### src/sv/assert_macros.svh
// Assertion macros shared by the easing curve interpolator RTL.
// Each macro expects signals named clk and rst in the calling module.
`ifndef ASSERT_MACROS_SVH
`define ASSERT_MACROS_SVH

// Check that a condition holds at every clock edge outside reset
`define ECI_ASSERT(lbl, prop, msg) \
  lbl: assert property (@(posedge clk) disable iff (rst) (prop)) else $error(msg);

// Check that a consequence follows in the same cycle
`define ECI_ASSERT_IMPL(lbl, ante, cons, msg) \
  lbl: assert property (@(posedge clk) disable iff (rst) (ante) |-> (cons)) else $error(msg);

`endif

### src/sv/eci_queue.sv
// Short FIFO between the front end and the back end.
// Generic payload width; uses the shared assertion macros.
`default_nettype none
`include "assert_macros.svh"

module eci_queue #(
  parameter int WIDTH = 8,
  parameter int DEPTH = 2
) (
  input  wire logic             clk,
  input  wire logic             rst,
  input  wire logic             push,
  input  wire logic [WIDTH-1:0] din,
  input  wire logic             pop,
  output logic [WIDTH-1:0]      dout,
  output logic                  empty,
  output logic                  full
);

  localparam int AW = (DEPTH > 1) ? $clog2(DEPTH) : 1;
  localparam int CW = $clog2(DEPTH + 1);

  logic [WIDTH-1:0] mem [DEPTH];
  logic [AW-1:0]    wr_ptr;
  logic [AW-1:0]    rd_ptr;
  logic [CW-1:0]    cnt;

  assign empty = (cnt == '0);
  assign full  = (cnt == CW'(DEPTH));
  assign dout  = mem[rd_ptr];

  // store the pushed beat
  always_ff @(posedge clk) begin
    if (push) begin
      mem[wr_ptr] <= din;
    end
  end

  // advance pointers and fill count
  always_ff @(posedge clk) begin
    if (rst) begin
      wr_ptr <= '0;
      rd_ptr <= '0;
      cnt    <= '0;
    end else begin
      if (push) begin
        wr_ptr <= (wr_ptr == AW'(DEPTH - 1)) ? '0 : wr_ptr + 1'b1;
      end
      if (pop) begin
        rd_ptr <= (rd_ptr == AW'(DEPTH - 1)) ? '0 : rd_ptr + 1'b1;
      end
      if (push && !pop) begin
        cnt <= cnt + 1'b1;
      end else if (pop && !push) begin
        cnt <= cnt - 1'b1;
      end
    end
  end

  `ECI_ASSERT(a_cnt_range, cnt <= CW'(DEPTH), "queue fill count beyond depth")
  `ECI_ASSERT_IMPL(a_no_overflow, push, !full || pop, "push into a full queue")

endmodule

`default_nettype wire

### config.mk
export PLATFORM = sky130hd
export DESIGN_NAME = eci_queue
export DESIGN_NICKNAME = d
export VERILOG_FILES = /design/src/sv/eci_queue.sv
export VERILOG_INCLUDE_DIRS = /design/src /design/src/sv
export SDC_FILE = /design/constraint.sdc
export NUM_CORES = 1
export LEC_CHECK = 0
export BUFFER_PORTS_ARGS = -buffer_cell sky130_fd_sc_hd__buf_2
export CAP_MARGIN = 20
export CORE_MARGIN = 2
export CORE_UTILIZATION = 40
export DETAILED_ROUTE_END_ITERATION = 6
export PLACE_DENSITY_LB_ADDON = 0.1
export RECOVER_POWER = 100
export SKIP_CTS_REPAIR_TIMING = 1
export SLEW_MARGIN = 20
export SYNTH_ARGS = -nofsm -noshare
export SYNTH_HDL_FRONTEND = slang
export SYNTH_SLANG_ARGS = --single-unit
### constraint.sdc
create_clock -name clk -period 1.4 [get_ports clk]
set_input_delay 0.14 -clock clk [delete_from_list [all_inputs] [get_ports clk]]
set_output_delay 0.14 -clock clk [all_outputs]
set_load 0.05 [all_outputs]
==> run_results.csv <==
group,metric,value,unit
run_status,result_of_the_run,"finished clean",
global_route,antenna_found_initial,0,
global_route,total_gr_overflow,0,
die,floorplan.core_area,1902,sq um
sta,final_hold_violations,0,
placed_design,place.gp.congestion,0.5976,
clock_network,numCtsBuffers,3,
clock_network,clock_tree.buffer_depth,2,
worst_hold_path,min-delay-path-class,"primary input to flop",
setup_path,critical_path_peak_fanout,8,
placed_design,io_buffer_count,21,
sta,maxSlewViolCount,0,
setup_path,critPathLaunchType,"flop",
cells_and_area,area_growth_syn_to_layout,28.27,%
sta,fin_worst_hold_slack,0.02414,ns
clock_network,cts.root.buffer_cell,"clkbuf_4",
die,placementRows,16,
sta,tightest_slew,0.5418,ns
pwr,ir_drop,0.0006197,V
pwr,power.leakage,0.3940,nW
detailed_routing,drt_drc_violations_left,0,
job,maxCapViolCount,0,
synth,synth.lib_cells_used.distinct,15,
global_route,grt.total_usage,10.32,%
cells_and_area,mostFrequentLayoutCell,"edfxtp_1",
sta,slew_headroom,63.86,%
setup_path,critical-path-max-stage-delay,0.42,ns
global_route,grt_pass1_vias,385,
detailed_routing,detail_route.wirelength,1054,microns
detailed_routing,via_per_inst,4.364,
setup_path,worst-endpoint-arrival,1.23,ns
detailed_routing,post_drt_wl_per_cell,10.65,microns
synth,post_synth_instance_area,783.3,sq um
setup_path,critical_path.cell_chain,"mux2_2 -> buf_6",
synth,syn_inst,47,
clock_network,clkSlewWorstSetupHoldPaths,0.11,ns
cells_and_area,area_of_the_multi_input_gates,197.7,sq um
setup_path,crit_path_top_delay_cell,"dfxtp_4",
die,floorplan.die.height,48.25,microns
setup_path,critical_path_class,"flop to output port",
clock_network,tritoncts,"built",
cells_and_area,insertedDiodeCount,0,
synth,nets_in_the_synthesized_netlist,60,
synth,yosys_register_bits,21,
cells_and_area,layout_common_cells,"16 x edfxtp_1, 10 x buf_2, 8 x buf_6",
sta,final.min_clock_period,1.366,ns
global_route,grt_start_max_net_pins,13,
sta,final.setup_skew,0.005190,ns
detailed_routing,ant_nets,0,
clock_network,numClockSinks,21,
setup_path,cp-end-kind,"output port",
clock_network,ctsHtreeMaxLevel,1,
cells_and_area,nNetsFinal,86,
die,die_width,48.25,microns
setup_path,critPathRequiredTime,1.26,ns
sta,fmaxAchievable,732.2,MHz
die,die_area,2328,sq um
cells_and_area,n_fill_cell,174,
detailed_routing,drt_pass_1_iters,2,
clock_network,insertion_delay,0.29,ns
synth,synth_seq_area_share,74.12,%
die,initial_utilization,41.18,%
pwr,power_per_cell_area,1332,nW/um^2
placed_design,placement.setup.worst_slack,0.1394,ns
cells_and_area,seqCellArea,584.3,sq um
detailed_routing,drt-initial-drc-count,2,
die,design.portCount,22,
global_route,grt_pass1_wl,1545,microns
sta,finalCritPeriodShare,97.55,%
synth,synthesis.yosys.warnings,0,
cells_and_area,drive_above_1_share,47.22,%
sta,report.final.setup_viol,0,
synth,per_instance_average_area_after_synthesis,16.66,sq um
sta,grt_setup_unrepaired,"yes",
detailed_routing,overall_via_count_from_detail_route,432,
sta,final.setup.worst_slack,0.03424,ns
logic make-up (layout without fill, tap and decap cells):
group,after synthesis,count (layout),share of synthesized area [%]
flip-flops,21,21,74.12
multiplexers,8,8,11.50
XOR/XNOR,4,4,4.474
buffers and inverters,2,27,1.117
adder cells (fa/ha/maj),1,1,1.597
AO/OA/AOI/OAI,2,2,1.277
AND/OR/NAND/NOR,9,9,5.913
cells in the mapped netlist (all sizes together):
cell    count  share of area [%]
dfxtp       5                 13
ha          1                1.6
inv         1               0.48
and2        1               0.80
and2b       1                1.1
nor2        5                2.4
xnor2       2                2.2
xor2        2                2.2
a21oi       1               0.64
o21ai       1               0.64
mux2        8                 12
nor2b       1               0.80
buf         1               0.64
or3         1               0.80
edfxtp     16                 61
critical path, delay by kind of cell, from the launching register on:
kind | cells | cell delay (ns)
flip-flops | 1 | 0.42
buffers and inverters | 1 | 0.15
multiplexers | 1 | 0.35
per-stage QoR:
stage	cells	area, sq um	util [%]	TNS (ns)	power (W)
after floorplan	47	783.3	-	0	0.0009697
after global placement	95	924.6	48.62	0	0.001036
after detailed placement	95	924.6	48.62	0	0.001039
after CTS	99	952.2	50.07	-1.561	0.001318
after global routing	99	1005	52.83	-0.1228	0.001405
final	99	1005	52.83	0	0.001338
report_power, final:
| group | internal, W | total, W | leakage (nW) | switching (W) |
|---|---|---|---|---|
| clock network | 0.000106 | 0.000279 | 0.0177 | 0.000173 |
| logic | 0.000119 | 0.000314 | 0.184 | 0.000195 |
| registers | 0.000720 | 0.000746 | 0.192 | 0.0000258 |
| total | 0.000945 | 0.00134 | 0.394 | 0.000393 |
per-layer routing:
metal  track usage [%]  vias to the layer above  part of all wire, %
met3             3.704                        0                  6.3
met4             6.486                        0                    0
met1             12.56                      197                   45
met5                 0                        -                    0
li1                  -                      222                    -
met2             15.53                       13                   49
state kept, by name (all words and copies together) (netlist names), named ones only:
| name | count |
|---|---|
| wr_ptr | 1 |
| mem | 16 |
| cnt | 2 |
| rd_ptr | 1 |
layout make-up:
class	count	share of cell area, %
clock buffer	3	2.242
inverter	1	0.3736
multi-input combinational	24	19.68
clock inverter	1	0.4981
timing repair buffer	22	15.69
tap	27	3.362
sequential	21	58.16
path summary, 6_finish.rpt:
check              start        end  slack, ns  cells past startpoint
setup / recovery    flop    dout[5]       0.03                      2
hold / removal    din[7]  mem[1][7]       0.02                      1
setup reg to reg  wr_ptr  mem[1][2]       0.20                      1
hold reg to reg   cnt[1]     cnt[1]       0.52                      2
No activity file was read; power rests on OpenSTA's default activity.
